==> config.mk <==
export PLATFORM = sky130hd
export DESIGN_NAME = lowest_free_seat_allocator
export DESIGN_NICKNAME = d
export VERILOG_FILES = /design/src/rtl/lfsa_pkg.sv /design/src/rtl/lfsa_cell.sv /design/src/rtl/lowest_free_seat_allocator.sv
export SDC_FILE = /design/constraint.sdc
export NUM_CORES = 2
export LEC_CHECK = 0
export BUFFER_PORTS_ARGS = -buffer_cell sky130_fd_sc_hd__buf_2
export CORE_ASPECT_RATIO = 0.75
export CORE_UTILIZATION = 69
export DETAILED_ROUTE_END_ITERATION = 6
export GPL_ROUTABILITY_DRIVEN = 0
export PLACE_DENSITY_LB_ADDON = 0.15
export SLEW_MARGIN = 20
export SYNTH_ARGS = -nofsm -noshare
export SYNTH_HDL_FRONTEND = slang
export SYNTH_SLANG_ARGS = --single-unit
==> constraint.sdc <==
create_clock -name clk -period 10.8 [get_ports clk]
set_input_delay 2.16 -clock clk [delete_from_list [all_inputs] [get_ports clk]]
set_output_delay 2.16 -clock clk [all_outputs]
set_load 0.05 [all_outputs]
==> src/rtl/lfsa_pkg.sv <==
`default_nettype none
package lfsa_pkg;

    // build defaults
    localparam int SEATS_DEF     = 64;
    localparam int TIME_BITS_DEF = 20;

    // fixed field widths
    localparam int ID_W   = 6;
    localparam int SOUT_W = 6;
    localparam int STAT_W = 2;

    // result status codes
    localparam logic [STAT_W-1:0] STAT_OK    = 2'd0;
    localparam logic [STAT_W-1:0] STAT_FULL  = 2'd1;
    localparam logic [STAT_W-1:0] STAT_ORDER = 2'd2;

endpackage
`default_nettype wire

==> src/rtl/lfsa_cell.sv <==
`default_nettype none
module lfsa_cell #(
    parameter int SEAT_W    = 6,
    parameter int TIME_BITS = lfsa_pkg::TIME_BITS_DEF,
    parameter int IDX       = 0
) (
    input  wire logic                 clk,
    input  wire logic                 rst_n,
    input  wire logic                 tok_in,
    input  wire logic                 found_in,
    input  wire logic [SEAT_W-1:0]    seat_in,
    input  wire logic                 first,
    input  wire logic [TIME_BITS-1:0] arrive,
    input  wire logic [TIME_BITS-1:0] leave,
    output logic                      tok_out,
    output logic                      found_out,
    output logic [SEAT_W-1:0]         seat_out
);

    logic                 busy_reg;
    logic [TIME_BITS-1:0] leave_reg;
    logic                 tok_reg;
    logic                 found_reg;
    logic [SEAT_W-1:0]    seat_reg;
    logic                 busy_eff;
    logic                 take;

    // release first, then claim if the token is still unserved
    assign busy_eff = first ? 1'b0 : (busy_reg && !(leave_reg <= arrive));
    assign take     = tok_in && !found_in && !busy_eff;

    always_ff @(posedge clk or negedge rst_n)
    begin
        if (!rst_n)
        begin
            busy_reg  <= 1'b0;
            tok_reg   <= 1'b0;
            found_reg <= 1'b0;
        end
        else
        begin
            if (tok_in)
            begin
                busy_reg <= busy_eff | take;
            end
            tok_reg   <= tok_in;
            found_reg <= found_in | take;
        end
    end

    always_ff @(posedge clk)
    begin
        if (take)
        begin
            leave_reg <= leave;
        end
        seat_reg <= take ? SEAT_W'(IDX) : seat_in;
    end

    assign tok_out   = tok_reg;
    assign found_out = found_reg;
    assign seat_out  = seat_reg;

endmodule
`default_nettype wire

==> src/rtl/lowest_free_seat_allocator.sv <==
// Lowest free seat allocator.
// Input channel (in_valid / in_stall): one guest per transaction with
// arrive_time, leave_time, guest_id and first_guest. Arrivals are expected
// in nondecreasing order; an earlier non-first arrival is rejected, status 2.
// Output channel (out_valid / out_stall): one result per guest with the
// seat, an is_target flag (guest_id == target register) and a status
// (0 ok, 1 no free seat, 2 out of order). Rejected guests change nothing.
// cfg_we / cfg_data write the target guest register; write only when idle.
// A launch register starts a scan token that walks the seat chain one cell
// per cycle into the result register; an out-of-order guest skips the scan.
// One guest is in flight at a time: in_stall is high from acceptance until
// its result is loaded into the output register.
// Each seat cell releases itself when the token passes (first_guest frees
// all) and claims the guest if it is the first free cell.
// Reset clears every seat, the last arrival and the target register.
// A stalled result stays in the output register; the next result waits
// in the controller until the output register is free.
`default_nettype none
module lowest_free_seat_allocator #(
    parameter int SEATS     = lfsa_pkg::SEATS_DEF,
    parameter int TIME_BITS = lfsa_pkg::TIME_BITS_DEF
) (
    input  wire logic                        clk,
    input  wire logic                        rst_n,
    // input channel
    input  wire logic                        in_valid,
    output logic                             in_stall,
    input  wire logic [TIME_BITS-1:0]        arrive_time,
    input  wire logic [TIME_BITS-1:0]        leave_time,
    input  wire logic [lfsa_pkg::ID_W-1:0]   guest_id,
    input  wire logic                        first_guest,
    // output channel
    output logic                             out_valid,
    input  wire logic                        out_stall,
    output logic [lfsa_pkg::SOUT_W-1:0]      seat,
    output logic                             is_target,
    output logic [lfsa_pkg::STAT_W-1:0]      status,
    // configuration
    input  wire logic                        cfg_we,
    input  wire logic [lfsa_pkg::ID_W-1:0]   cfg_data
);

    localparam int SEAT_W = (SEATS > 1) ? $clog2(SEATS) : 1;

    // controller states
    localparam logic [1:0] ST_IDLE = 2'd0;
    localparam logic [1:0] ST_SCAN = 2'd1;
    localparam logic [1:0] ST_DONE = 2'd2;

    logic [1:0]                     state_reg, state_next;
    logic [lfsa_pkg::ID_W-1:0]      target_reg;
    logic [TIME_BITS-1:0]           last_arr_reg;

    // current guest, broadcast to every cell during the scan
    logic [TIME_BITS-1:0]           arr_reg;
    logic [TIME_BITS-1:0]           lv_reg;
    logic                           first_reg;
    logic                           launch_reg;

    // pending result
    logic [lfsa_pkg::SOUT_W-1:0]    res_seat_reg;
    logic                           res_tgt_reg;
    logic [lfsa_pkg::STAT_W-1:0]    res_stat_reg;

    // output register
    logic                           out_valid_reg;
    logic [lfsa_pkg::SOUT_W-1:0]    out_seat_reg;
    logic                           out_tgt_reg;
    logic [lfsa_pkg::STAT_W-1:0]    out_stat_reg;

    // token chain taps: index 0 feeds the first cell, SEATS leaves the last
    logic                           tok_c   [SEATS+1];
    logic                           found_c [SEATS+1];
    logic [SEAT_W-1:0]              seat_c  [SEATS+1];

    logic                           accept;
    logic                           in_order;
    logic                           scan_end;
    logic                           load;
    logic [SEAT_W+lfsa_pkg::SOUT_W-1:0] seat_wide;

    assign accept   = in_valid && !in_stall;
    assign in_stall = (state_reg != ST_IDLE);
    assign in_order = first_guest || !(arrive_time < last_arr_reg);
    assign scan_end = tok_c[SEATS];
    assign load     = (state_reg == ST_DONE) && (!out_valid_reg || !out_stall);

    // seat index zero-extended or truncated to the output width
    assign seat_wide = {{lfsa_pkg::SOUT_W{1'b0}}, seat_c[SEATS]};

    assign tok_c[0]   = launch_reg;
    assign found_c[0] = 1'b0;
    assign seat_c[0]  = '0;

    for (genvar g = 0; g < SEATS; g++)
    begin : g_cell
        lfsa_cell #(
            .SEAT_W    (SEAT_W),
            .TIME_BITS (TIME_BITS),
            .IDX       (g)
        ) u_cell (
            .clk       (clk),
            .rst_n     (rst_n),
            .tok_in    (tok_c[g]),
            .found_in  (found_c[g]),
            .seat_in   (seat_c[g]),
            .first     (first_reg),
            .arrive    (arr_reg),
            .leave     (lv_reg),
            .tok_out   (tok_c[g+1]),
            .found_out (found_c[g+1]),
            .seat_out  (seat_c[g+1])
        );
    end

    always_comb
    begin
        state_next = state_reg;
        case (state_reg)
            ST_IDLE:
            begin
                if (accept)
                begin
                    state_next = in_order ? ST_SCAN : ST_DONE;
                end
            end
            ST_SCAN:
            begin
                if (scan_end)
                begin
                    state_next = ST_DONE;
                end
            end
            ST_DONE:
            begin
                if (load)
                begin
                    state_next = ST_IDLE;
                end
            end
            default:
            begin
                state_next = ST_IDLE;
            end
        endcase
    end

    always_ff @(posedge clk or negedge rst_n)
    begin
        if (!rst_n)
        begin
            state_reg     <= ST_IDLE;
            target_reg    <= '0;
            last_arr_reg  <= '0;
            launch_reg    <= 1'b0;
            first_reg     <= 1'b0;
            out_valid_reg <= 1'b0;
        end
        else
        begin
            state_reg  <= state_next;
            launch_reg <= accept && in_order;
            if (cfg_we)
            begin
                target_reg <= cfg_data;
            end
            if (accept)
            begin
                first_reg <= first_guest;
            end
            // arrival is committed only when a seat was granted
            if (scan_end && found_c[SEATS])
            begin
                last_arr_reg <= arr_reg;
            end
            if (load)
            begin
                out_valid_reg <= 1'b1;
            end
            else if (!out_stall)
            begin
                out_valid_reg <= 1'b0;
            end
        end
    end

    always_ff @(posedge clk)
    begin
        if (accept)
        begin
            arr_reg      <= arrive_time;
            lv_reg       <= leave_time;
            res_tgt_reg  <= (guest_id == target_reg);
            res_seat_reg <= '0;
            res_stat_reg <= lfsa_pkg::STAT_ORDER;
        end
        else if (scan_end)
        begin
            if (found_c[SEATS])
            begin
                res_seat_reg <= seat_wide[lfsa_pkg::SOUT_W-1:0];
                res_stat_reg <= lfsa_pkg::STAT_OK;
            end
            else
            begin
                res_seat_reg <= '0;
                res_stat_reg <= lfsa_pkg::STAT_FULL;
            end
        end
        if (load)
        begin
            out_seat_reg <= res_seat_reg;
            out_tgt_reg  <= res_tgt_reg;
            out_stat_reg <= res_stat_reg;
        end
    end

    assign out_valid = out_valid_reg;
    assign seat      = out_seat_reg;
    assign is_target = out_tgt_reg;
    assign status    = out_stat_reg;

endmodule
`default_nettype wire

==> metrics.txt <==
root buf cell clkbuf_16; GRT Total Usage 0.365; # IOs 69; WL final 233000 um; # Max-Cap Violations 0; Clock Pin Slew Worst Setup and Hold Paths 60 ps; met3 WL 27400 um; synth top area cells edfxtp_1 46%, ha_1 19%, dfxtp_1 7.5%, dfrtp_1 6.4%, a21oi_1 3.7%; Fillers 7324; Register Area 52100 um^2; # rows 112; WL per Instance 26.9 um; worst relative slew slack 0.213; total length of routed met2 wires 104000 um; Yosys cell types 74; DRC violations left 0; Slew @ Worst Pin 1180 ps; Pleak 38.7 nW; Top Layer Used met5; cell family with most CP delay buffers and inverters; Die W 413 um; final non-filler cell total 8671; Layout Nets 8221; DRT antenna net count 0; number of vias per cell 6.75; H-tree depth 4; DR iter-0 viols 7481; most common cell after layout, fill and taps aside edfxtp_1; Yosys reg bits 1882; Synth-to-Final Area Change 10.3%; cell area power density 191 nW/um^2; CTS tree done; multi-input logic area 34000 um^2; Critical Path Max Stage Delay 820 ps; final period utilization 0.440; Post-synth top flop edfxtp_1; TritonCTS buffer count 175; DIE HEIGHT 310 um; clk sinks 1882; Max VDD drop 0.000189 V; most frequent cells in the layout 1330 x edfxtp_1, 1299 x ha_1, 638 x a21oi_1; Setup Skew 29.3 ps; Period minus WS final 4750 ps; synth warn 0; EDFF count, synth 1330; I/O Buffers 68; Final Hold Slack 403 ps; Final Slew Violations 0; Setup CP Type reg2reg; largest area contributor in the netlist edfxtp_1; CP arrival 5190 ps; Core ar. 125000 um^2; Post-CTS Resized 0; placed cell count 8339; Critical Path End Type flip-flop; hold_buf cts 0; M1 WL 91800 um; ys async rst share 0.118; sequential-to-total area share from yosys stat 0.597; worst min path class reg2reg; global-route wire length before repair 344000 um; DR vias 58.6k; Detail Placement HPWL 135000 um; largest net degree at the start of global routing 78; initial antenna violation count 10; share of Yosys cell area claimed by the top area cell type 0.458; RSZ-0062 raised after global routing false; max reg flops 1280; Worst Path Buf+Inv 3; slowest stage cell, crit path nand2_1; Mapped Nets 7917; worst path required time 11240 ps; Clock Latency Late Sink 820 ps; Synth Instances 6560; Post-CTS Repair Setup Buffers 0; syn avg cell area 13.3 um^2; Final Total Pwr 18.4 mW; 1st-pass router iterations 7; final hold violations 0; die area 128000 um^2; setup_tns 0 ps; Overflow after GRT 0; CTS Buffer Depth 3; Initial Util 0.699; synthesized area 87200 um^2; crit path launch type flip-flop; Max Freq 210 MHz; Crit Path Max Fanout 35; CP cell instances inv_4 > buf_4 > ha_1 > nand4_1 > inv_1 > a222oi_1 > nand4b_1 > nand2_1; vias in the first global route 57.4k; outcome finished, final reports clean; layout cells sized above 1 0.0697; Setup Viol. Count Final 0
==> layer usage <==
| metal | vias to the layer above | GRT usage |
|---|---|---|
| met2 | 3426 | 0.565 |
| li1 | 26140 | - |
| met3 | 687 | 0.0697 |
| met4 | 4 | 0.150 |
| met5 | - | 0 |
| met1 | 28293 | 0.511 |
==> power by group <==
group / leakage [nW] / internal [mW] / switching, mW
logic: 18.3 / 1.04 / 2.06
clock network: 2.89 / 3.61 / 2.70
registers: 17.5 / 8.58 / 0.377
==> cell type report <==
cell class / count / share of cell area
flip-flops and latches: 1882 / 0.541
repair buffers: 161 / 0.0113
well taps: 1653 / 0.0215
clock inverters: 53 / 0.00471
diodes: 1 / 0.0000260
clock buffers: 277 / 0.0563
inverters: 281 / 0.0115
multi-input cells: 4363 / 0.353
==> worst register-to-register path: stages, from the launching register on <==
cell	delay, ps
edfxtp_1	430
inv_4	740
buf_4	810
ha_1	420
nand4_1	190
inv_1	70
a222oi_1	420
nand4b_1	470
nand2_1	820
==> per-stage QoR <==
stage          area, um^2  setup slack [ps]   util
4_1_cts             96200              6190  0.770
6_report            96200              6050  0.771
3_5_place_dp        90300              6290  0.723
5_1_grt             96200              6000  0.771
3_3_place_gp        90300              6390  0.723
2_1_floorplan       87200              6020      -
==> Yosys cell counts (9+ instances only) <==
| library cell | count |
|---|---|
| a2111oi_0 | 13 |
| a211o_1 | 74 |
| a211oi_1 | 27 |
| a21boi_0 | 20 |
| a21o_1 | 83 |
| a21oi_1 | 642 |
| a221oi_1 | 35 |
| a22o_1 | 14 |
| a22oi_1 | 38 |
| a2bb2oi_1 | 15 |
| a32oi_1 | 40 |
| and2_1 | 27 |
| and3_1 | 46 |
| and4_1 | 24 |
| clkbuf_1 | 29 |
| dfrtp_1 | 223 |
| dfxtp_1 | 329 |
| edfxtp_1 | 1330 |
| ha_1 | 1299 |
| inv_1 | 281 |
| nand2_1 | 401 |
| nand2b_1 | 158 |
| nand3_1 | 108 |
| nand3b_1 | 49 |
| nand4_1 | 271 |
| nand4b_1 | 9 |
| nor2_1 | 179 |
| nor2b_1 | 57 |
| nor3_1 | 62 |
| nor4_1 | 61 |
| o211a_1 | 18 |
| o211ai_1 | 17 |
| o21a_1 | 33 |
| o21ai_0 | 347 |
| o21bai_1 | 32 |
| o221a_2 | 14 |
| o22a_1 | 27 |
| or4_1 | 9 |
==> cells by family after synthesis <==
logic type | Yosys count | share of synthesized area
buffers and inverters | 315 | 0.0136
xor gates and xnor gates | 6 | 0.000602
and+or+nand+nor | 1493 | 0.0906
DFF | 1882 | 0.597
muxes | 7 | 0.000904
adders and majority gates | 1299 | 0.186
AOI/OAI and AO/OA | 1558 | 0.111
==> worst paths after layout <==
kind,start,end,slack [ps],cells past startpoint
min reg2reg,g_cell[21].u_cell.seat_out[4]$_SDFF_PP1_,g_cell[22].u_cell.seat_out[4]$_SDFF_PP1_,400,1
max,arr_reg[19]$_DFFE_PP_,g_cell[61].u_cell.leave_reg[2]$_DFFE_PP_,6050,8
max in group asynchronous,rst_n,first_reg$_DFFE_PN0P_,7930,2
min,g_cell[21].u_cell.seat_out[4]$_SDFF_PP1_,g_cell[22].u_cell.seat_out[4]$_SDFF_PP1_,400,1
max reg2reg,arr_reg[19]$_DFFE_PP_,g_cell[61].u_cell.leave_reg[2]$_DFFE_PP_,6050,8
min in group asynchronous,rst_n,g_cell[29].u_cell.busy_reg$_DFFE_PN0P_,1390,1
No activity file was read; power rests on OpenSTA's default activity.
